==> config.mk <==
export PLATFORM = sky130hd
export DESIGN_NAME = ohs_ctrl
export DESIGN_NICKNAME = d
export VERILOG_FILES = /design/src/design/ohs_pkg.sv /design/src/design/ohs_ctrl.sv
export SDC_FILE = /design/constraint.sdc
export NUM_CORES = 1
export LEC_CHECK = 0
export ABC_AREA = 1
export ABC_CLOCK_PERIOD_IN_PS = 1000
export BUFFER_PORTS_ARGS = -buffer_cell sky130_fd_sc_hd__buf_2
export CAP_MARGIN = 5
export CORE_ASPECT_RATIO = 0.9
export CORE_MARGIN = 2
export CORE_UTILIZATION = 44
export DETAILED_ROUTE_END_ITERATION = 8
export PLACE_DENSITY = 0.73
export REMOVE_ABC_BUFFERS = 1
export SLEW_MARGIN = 10
export SYNTH_ARGS = -nofsm -noshare
export SYNTH_HDL_FRONTEND = slang
export SYNTH_SLANG_ARGS = --single-unit
==> constraint.sdc <==
create_clock -name clk -period 1 [get_ports clk]
set_input_delay 0.15 -clock clk [delete_from_list [all_inputs] [get_ports clk]]
set_output_delay 0.15 -clock clk [all_outputs]
set_load 0.05 [all_outputs]
==> src/design/ohs_pkg.sv <==
// Package: shared types and constants for the open addressing hash set.
package ohs_pkg;

  localparam int TableDepth = 1024;
  localparam int KeyBits    = 32;
  localparam int SlotBits   = $clog2(TableDepth);
  localparam int SizeBits   = SlotBits + 1;
  localparam int CfgBits    = 31;
  localparam int ModBits    = 31;

  localparam logic [1:0] OP_INSERT = 2'd0;
  localparam logic [1:0] OP_DELETE = 2'd1;
  localparam logic [1:0] OP_LOOKUP = 2'd2;
  localparam logic [1:0] OP_SPARE  = 2'd3; // decoded as lookup

  localparam logic [1:0] CFG_MULT  = 2'd0;
  localparam logic [1:0] CFG_PRIME = 2'd1;
  localparam logic [1:0] CFG_SIZE  = 2'd2;

  localparam logic [1:0] ST_EMPTY = 2'd0;
  localparam logic [1:0] ST_LIVE  = 2'd1;
  localparam logic [1:0] ST_TOMB  = 2'd2;

  // reduction operand select
  localparam logic [1:0] MOD_KEY  = 2'd0; // |key| mod p
  localparam logic [1:0] MOD_PROD = 2'd1; // m*r mod p
  localparam logic [1:0] MOD_SIZE = 2'd2; // r mod size

  typedef struct packed {
    logic [1:0]          operation;
    logic signed [31:0]  key;
  } req_t;

  typedef struct packed {
    logic        found;
    logic        table_full;
    logic [10:0] live_entries;
  } rsp_t;

  // controller -> datapath
  typedef struct packed {
    logic load;       // capture request, start first reduction
    logic mod_start;  // start a reduction of mod_sel operand
    logic [1:0] mod_sel; // MOD_KEY, MOD_PROD or MOD_SIZE
    logic set_home;   // home slot from last remainder
    logic rd;         // issue read at probe position
    logic advance;    // step probe position
    logic commit;     // apply insert/delete and form response
  } cmd_t;

  // datapath -> controller
  typedef struct packed {
    logic mod_done;
    logic slot_empty;
    logic slot_hit;
    logic walk_end;   // visited all slots
  } sts_t;

endpackage

==> src/design/ohs_ctrl.sv <==
// Module: controller state machine sequencing hash and probe walk.
module ohs_ctrl
  import ohs_pkg::*;
(
  input  logic clk,
  input  logic rst,
  input  logic in_valid,
  output logic in_ready,
  output logic out_valid,
  input  logic out_ready,
  input  logic cleared,
  input  sts_t sts,
  output cmd_t cmd
);
  typedef enum logic [7:0] {
    S_IDLE = 8'b00000001, S_M0 = 8'b00000010, S_M1 = 8'b00000100,
    S_M2 = 8'b00001000, S_RD = 8'b00010000, S_CHK = 8'b00100000,
    S_CMT = 8'b01000000, S_OUT = 8'b10000000
  } state_t;
  state_t state, state_next;

  assign in_ready  = (state == S_IDLE) & cleared;
  assign out_valid = (state == S_OUT);

  always_comb begin
    cmd = '0;
    state_next = state;
    case (state)
      S_IDLE: if (in_valid && cleared) begin
        cmd.load = 1'b1;
        state_next = S_M0;
      end
      S_M0: if (sts.mod_done) begin
        cmd.mod_start = 1'b1; cmd.mod_sel = MOD_PROD; state_next = S_M1;
      end
      S_M1: begin
        cmd.mod_sel = MOD_PROD;
        if (sts.mod_done) begin
          cmd.mod_start = 1'b1; cmd.mod_sel = MOD_SIZE; state_next = S_M2;
        end
      end
      S_M2: begin
        cmd.mod_sel = MOD_SIZE;
        if (sts.mod_done) begin
          cmd.set_home = 1'b1; state_next = S_RD;
        end
      end
      S_RD: begin
        cmd.rd = 1'b1; state_next = S_CHK;
      end
      S_CHK: begin
        if (sts.walk_end || sts.slot_empty || sts.slot_hit) begin
          state_next = S_CMT;
        end else begin
          cmd.advance = 1'b1;
          state_next = S_RD;
        end
      end
      S_CMT: begin
        cmd.commit = 1'b1; state_next = S_OUT;
      end
      S_OUT: if (out_ready) state_next = S_IDLE;
      default: state_next = S_IDLE;
    endcase
  end

  always_ff @(posedge clk) begin
    if (rst) state <= S_IDLE;
    else state <= state_next;
  end
endmodule

==> Word level (Yosys, flattened, before mapping) <==
Index checks and enable logic that the tools add are counted.
{ "word_totals": {"register_bits": 8, "in_bits": 9, "wordCells": 38} }
{ "op_classes": {"n_eq_ne": 13, "mux": 19, "bitwise_logic": 1, "n_reduce_logical": 4} }
{ "ops": {"columns": ["cell", "n"], "rows": [
  ["$pmux W8 S8", 1],
  ["$mux W8", 5],
  ["$eq A8 B1 Y1 const B", 1],
  ["$eq A8 B2 Y1 const B", 1],
  ["$eq A8 B3 Y1 const B", 1],
  ["$eq A8 B4 Y1 const B", 1],
  ["$eq A8 B5 Y1 const B", 1],
  ["$eq A8 B6 Y1 const B", 1],
  ["$eq A8 B7 Y1 const B", 1],
  ["$eq A8 B8 Y1 const B", 1],
  ["$mux W1", 8],
  ["$mux W7", 1],
  ["$mux W3", 2],
  ["$ne A2 B2 Y1 const B", 3],
  ["$pmux W2 S3", 1],
  ["$reduce_and A5 Y1", 1],
  ["$ne A2 B1 Y1 const B", 2],
  ["$logic_or A1 B1 Y1", 2],
  ["$pmux W1 S2", 1],
  ["$and A1 B1 Y1", 1],
  ["$logic_and A1 B1 Y1", 1]
]} }

==> Longest topological paths before layout <==
Gate-level depths: netlist of the first run.
{ "depth": {"word_depth": 4, "depth_mapped": 10, "ltp_nobuf": 10} }

==> Least setup slack after synthesis of the first run <==
No wires, ideal clock.
{ "synth_path": {"path_type": "reg2out", "start": "reg state[7]", "end": "out cmd[7] (netlist bit)", "arrival_time_ps": 1615, "slack_ps": -765, "stages_incl_launch_ff": 8, "n_path_buf": 0, "path_cell_list": "dfxtp_1 > nor2_4 > nand2_4 > inv_4 > nand2_1 > nor2_2 > nand2_1 > inv_1"} }
{ "synth_lines": {"columns": ["item", "line", "rtl"], "rows": [
  ["from (decl)", "ohs_ctrl.sv:20", "state_t state, state_next;"],
  ["from (signal assigned)", "ohs_ctrl.sv:69", "else state <= state_next;"],
  ["to (decl)", "ohs_ctrl.sv:13", "output cmd_t cmd"]
]} }

==> flow_summary.toml, run 1 <==
[run_status]
status = "finished, violations left"
violations_in_the_final_reports = "negative setup slack"

[synth]
yosysUniqueCellTypes = 17
yosys.area.top_type = "sky130_fd_sc_hd__dfxtp_1"
async_flop_share_pct = 0
largest_family_of_logic_cells_by_synthesized_area = "simple AND/OR/NAND/NOR gates"
synthesis.area_per_instance_sq_um = 6.50
seq_area_frac_synth_pct = 25.1
yosys-top-cells-count = "sky130_fd_sc_hd__nand2_1, sky130_fd_sc_hd__inv_1, sky130_fd_sc_hd__nor2_1"
xor_and_xnor_area_share_after_synthesis_pct = 0
yosys.area_share.adder_pct = 0
yosysTopAreaCellShare_pct = 25.1
yosysMostFrequentCell = "sky130_fd_sc_hd__nand2_1"
synth-edff-count = 0
synth-compound-area-share_pct = 4.32
synth-warning-count = 0
netlist_instances = 98
synth.ff_latch_count = 8
synth.mux.area_fraction_pct = 0
synthFlopType = "sky130_fd_sc_hd__dfxtp_1"
area_share_of_and_or_nand_nor_cells_after_synthesis_pct = 58.9
synth.area.top_cells = "sky130_fd_sc_hd__dfxtp_1, sky130_fd_sc_hd__nand2_1, sky130_fd_sc_hd__nand3_2, sky130_fd_sc_hd__inv_1, sky130_fd_sc_hd__nor2_1"
mappedNetlistArea_sq_um = 637

[setup_path]
worst_r2r_startpoint = "state[6]"
wp_data_arrival_ps = 1440
critPathLaunch = "state[0]"
cp-start-kind = "flop"
crit_fanout = 4
critPathRequiredTime_ps = 850
category_of_the_most_critical_setup_path = "flop to output port"
setup.worst_path.end_class = "output port"

[timing]
totalNegativeSetupSlack_ps = -7870
timing_max_transition_violations_final = 0
final.setup_skew_ps = 0.277
rsz_0062_raised_after_global_routing = "yes"
fmaxAchievable_mhz = 627
slew-limit-headroom_pct = 78.0
final-setup-viol-count = 18
period_needed_ps = 1590
finalWorstSetupSlack_ps = -594
final_hold_viol_count = 0
ratio_of_final_minimum_period_to_clock_period_pct = 159
worstMarginPinSlew_ps = 327

[pwr]
clockPowerShare_pct = 26.2
power.density_cell_area_nw_per_um2 = 751
cellInternalPower_uw = 654
leakage_uw = 0.000626
power.switching_fraction_pct = 35.0
p_switching_uw = 353
seq_pwr_share_pct = 33.7
power.total_uw = 1010
peakVddDrop_v = 0.000777
share_comb_of_total_power_pct = 40.0

[hold_path]
worst_hold_startpoint = "rst"
worst_hold_path_type = "primary input to flop"

[cts]
cts_made_buffers = 3
clock_latency_on_the_worst_skew_pair_ps = 260
cts_sinks = 8
cts.clk_slew.worst_paths_ps = 60
h_tree_depth = 1
ctsRootBufferMaster = "sky130_fd_sc_hd__clkbuf_4"
cts-root-to-sink-buffers = 2
cts_tree = "done"

[floorplan]
die_w_um = 44.1
core_sq_um = 1400
initial_cell_density_of_the_core_pct = 45.5
die_height_um = 40.1
dieArea_sq_um = 1770
num_io_pins = 19
num_rows = 13

[drt]
detailedRoute.firstIterationViolations = 49
vias_per_cell = 5.61
drc = 0
post_route_antenna_net_violation_count = 0
finalWirelength_um = 3170
drt-pass1-iter-count = 4
route.vias.total = 948
avgRoutedWirePerCell_um = 18.8

[global_routing]
global_route.overflow_total = 0
first_global_vias = 688
first_pass_grt_wire_length_um = 2810
globalRouteTotalUtil_pct = 22.7
pin_count_of_the_biggest_net_entering_global_routing = 7
antenna_violations_before_repair = 0

[place]
detailedPlacementHpwl_um = 1180
port_buffers = 18
place_congestion = 0.792
placement.setup.worst_slack_ps = -342

[final_layout]
biggestRegsByFlops = "state (8)"
largest_register = "state"
final_nets = 165
fillCellCount = 35
antenna-diode-count = 0
layout-drive-gt1-share_pct = 81.8
area_delta_synth_final_pct = 110
flip_flop_count_of_the_largest_register_after_layout = 8

[flow_run]
max-cap-violations = 0
-- worst max-delay path, cell delays in order (launching register included) --
cell and delay [ps]:
sky130_fd_sc_hd__dfxtp_4 380, sky130_fd_sc_hd__inv_2 80, sky130_fd_sc_hd__nand2_2 70, sky130_fd_sc_hd__nor2_4 150, sky130_fd_sc_hd__nand2_2 90, sky130_fd_sc_hd__inv_2 70
sky130_fd_sc_hd__nand2_2 70, sky130_fd_sc_hd__nand2_1 100, sky130_fd_sc_hd__buf_6 170
-- power groups by stage --
| stage | Sequential (uW) | Clock (uW) | Combinational [uW] |
|---|---|---|---|
| global placement | 339 | 0 | 205 |
| CTS | 333 | 258 | 295 |
| finish | 339 | 264 | 403 |
| global route | 339 | 275 | 421 |
| floorplan | 338 | 0 | 132 |
| detailed placement | 339 | 0 | 209 |
-- layout by cell type (no fill, tap or decap), types with 7 or more instances in the layout --
master and n:
sky130_fd_sc_hd__nor2_2 8, sky130_fd_sc_hd__buf_4 29, sky130_fd_sc_hd__inv_1 8, sky130_fd_sc_hd__nor2_1 7, sky130_fd_sc_hd__nand2_4 7, sky130_fd_sc_hd__inv_2 8
sky130_fd_sc_hd__buf_6 9, sky130_fd_sc_hd__nand3_2 7, sky130_fd_sc_hd__nand2_1 10, sky130_fd_sc_hd__nor2_4 10, sky130_fd_sc_hd__buf_2 8, sky130_fd_sc_hd__nand2_2 10
-- cells by family (layout without fill, tap and decap cells) --
group | count (synthesis) | count (layout)
and+or+nand+nor | 66 | 66
AOI/OAI and AO/OA | 5 | 5
DFF | 8 | 8
buffers and inverters | 19 | 75
-- path summary, 6_finish.rpt --
kind / cells after the start / endpoint / slack, ps
worst max register to register: 12 / state[4] / -540
worst min-delay path: 2 / state[1] / 180
worst max-delay path: 8 / cmd[6] / -590
worst min register to register: 3 / state[5] / 680
-- repair_timing --
item,CTS,global route
gates resized for setup,44,53
endpoints found under the setup margin,17,18
pin swaps,11,19
hold buffers,0,0
setup buffers,9,12
-- final cells by class --
cell class,count,area [sq um],area share [%]
Tap cell,15,18.8,1.40
Inverter,19,81.3,6.07
Multi-Input combinational cell,71,571,42.6
Clock buffer,3,22.5,1.68
Timing Repair Buffer,53,469,35.0
Sequential cell,8,178,13.3
-- layer usage --
| layer | up-vias | track usage, % | share of wire, % |
|---|---|---|---|
| met5 | - | 0 | 0 |
| met3 | 31 | 3.60 | 6.1 |
| met4 | 0 | 13.6 | 8.1 |
| li1 | 413 | - | - |
| met1 | 434 | 26.7 | 35 |
| met2 | 70 | 39.7 | 51 |
-- through the flow --
stage	utilization (%)	std cells	hold WS, ps	instance area [sq um]
final	95.8	169	177	1340
after global routing	95.8	169	178	1340
after CTS	76.9	157	126	1080
after detailed placement	61.9	147	414	866
after global placement	61.9	147	414	866
after floorplan	-	98	219	637
No activity file was read; power rests on OpenSTA's default activity.
==> inputs of run 2 (changes only) <==
Settings changed: ABC_CLOCK_PERIOD_IN_PS 1000 to 1800, CORE_ASPECT_RATIO 0.9 to unset, CORE_UTILIZATION 44 to 46, PLACE_DENSITY 0.73 to 0.72.
Clock period 1 ns to 1.8 ns, I/O delays scaled along.
==> run 2 against run 1 <==
  * Global-route usage fell by 1.8 points
  * Clock skew rose by 2.7 ps
  * First-iteration DRC count decreased by 86%
  * Setup slack better by 670 ps
  * Sequential share of layout area increased by 6.6 points
  * Non-clock buffer count shrank 34
  * Clock-buffer cell count stayed put
  * Sequential power shrank 45%
  * Power fell by 57%
  * Critical endpoint is now cmd[4]
  * Critical path depth decreased by 1
  * Clock power shrank 44%
  * Via count is 30% lower
  * The flow now finishes without violations
  * Highest routed layer unchanged
==> flow_summary.toml, run 2 (same netlist as run 1, synthesis figures left out) <==
[drt]
vias_per_cell = 4.95
avgRoutedWirePerCell_um = 10.8
drt-pass1-iter-count = 4
post_route_antenna_net_violation_count = 0
drc = 0
finalWirelength_um = 1460
detailedRoute.firstIterationViolations = 7
route.vias.total = 668

[timing]
timing_max_transition_violations_final = 0
totalNegativeSetupSlack_ps = 0
ratio_of_final_minimum_period_to_clock_period_pct = 95.5
final_hold_viol_count = 0
slew-limit-headroom_pct = 82.8
worstMarginPinSlew_ps = 259
holdWs_ps = 264
period_needed_ps = 1720
fmaxAchievable_mhz = 582
final-setup-viol-count = 0
final.setup_skew_ps = 2.97

[floorplan]
die_height_um = 41.2
initial_cell_density_of_the_core_pct = 48.9
dieArea_sq_um = 1700
num_rows = 13
core_sq_um = 1300
num_io_pins = 19
die_w_um = 41.2

[global_routing]
antenna_violations_before_repair = 0
globalRouteTotalUtil_pct = 20.9
first_pass_grt_wire_length_um = 2240
first_global_vias = 574
pin_count_of_the_biggest_net_entering_global_routing = 7
global_route.overflow_total = 0

[setup_path]
category_of_the_most_critical_setup_path = "flop to output port"
worst_path_largest_cell_delay_ps = 360
crit_fanout = 3
critical_path.cell_chain = "inv_1, nor2_1, nand2_1, nor2_1, nand2_1, nand2_1, buf_4"
wp_data_arrival_ps = 1450
r2r_setup_slack_ps = 510
most_repeated_library_cell_on_the_critical_path = "sky130_fd_sc_hd__nand2_1"
setup.worst_path.end_class = "output port"
cp-start-kind = "flop"
critPathRequiredTime_ps = 1530
crit_slowest_cell = "sky130_fd_sc_hd__dfxtp_1"

[cts]
h_tree_depth = 1
cts_tree = "done"
cts-root-to-sink-buffers = 2
cts_made_buffers = 3
clock_latency_on_the_worst_skew_pair_ps = 260
ctsRootBufferMaster = "sky130_fd_sc_hd__clkbuf_4"
cts.clk_slew.worst_paths_ps = 60
cts_sinks = 8
cts_hold_repair.buffers = 0

[final_layout]
layout.core_utilization_pct = 62.3
largest_register = "state"
layout_commonest_cell = "sky130_fd_sc_hd__nand2_1"
final_nets = 131
fillCellCount = 132
antenna-diode-count = 0
layout_common_cells = "sky130_fd_sc_hd__nand2_1, sky130_fd_sc_hd__inv_1, sky130_fd_sc_hd__nor2_1, sky130_fd_sc_hd__buf_2, sky130_fd_sc_hd__nor2_2"
biggestRegsByFlops = "state (8)"
flip_flop_count_of_the_largest_register_after_layout = 8
area_delta_synth_final_pct = 27.3
layout-drive-gt1-share_pct = 42.5

[place]
detailedPlacementHpwl_um = 1120
port_buffers = 18
place_congestion = 0.833

[pwr]
peakVddDrop_v = 0.000408
leakage_uw = 0.000417
power.density_cell_area_nw_per_um2 = 534

[hold_path]
worst_hold_path_type = "primary input to flop"

[flow_run]
max-cap-violations = 0

[run_status]
status = "finished, final reports clean"
==> run 2: what timing repair did <==
| item | 4_1_cts | 5_1_grt |
|---|---|---|
| gates resized for setup | 0 | 18 |
| endpoints found under the setup margin | 0 | 6 |
| buffers inserted | 0 | 1 |
==> run 2: power by group <==
group,internal (uW),total (uW),switching (uW)
logic,34.7,102,67.0
clock network,76.9,147,69.7
registers,181,185,3.79
total,292,433,141
==> run 2: per-stage QoR <==
step                power, uW  area [sq um]  setup slack [ps]  std cells
detailed placement        285           746               311        131
finish                    433           811              80.7        135
global placement          284           746               322        131
CTS                       426           768              31.9        134
global route              451           811             -3.80        135
floorplan                 261           637             -85.1         98
==> run 2: final timing paths <==
| path | from | end | depth (start not counted) |
|---|---|---|---|
| worst min register to register | state[1] | state[1] | 4 |
| worst max-delay path | state[1] | cmd[4] | 7 |
| worst min-delay path | rst | state[1] | 2 |
| worst max register to register | state[7] | state[4] | 10 |
==> run 2: cell type report <==
class,instances,area (sq um),area share [%]
inverters,19,73.8,9.10
repair buffers,19,124,15.3
well taps,15,18.8,2.31
multi-input cells,71,410,50.6
flip-flops and latches,8,161,19.9
clock buffers,3,22.5,2.78
==> run 2: layer usage <==
metal / up-vias / wire length [um] / GRT usage [%]
met1: 297 / 613 / 24.4
met2: 21 / 724 / 34.0
li1: 343 / - / -
met4: 0 / 59 / 17.7
met3: 7 / 63 / 1.63
met5: - / 0 / 0
==> run 2: worst max-delay path, delay by kind of cell (launching register included) <==
family	cells	cell delay, ps
simple gates	5	560
flops	1	360
buf+inv	2	270
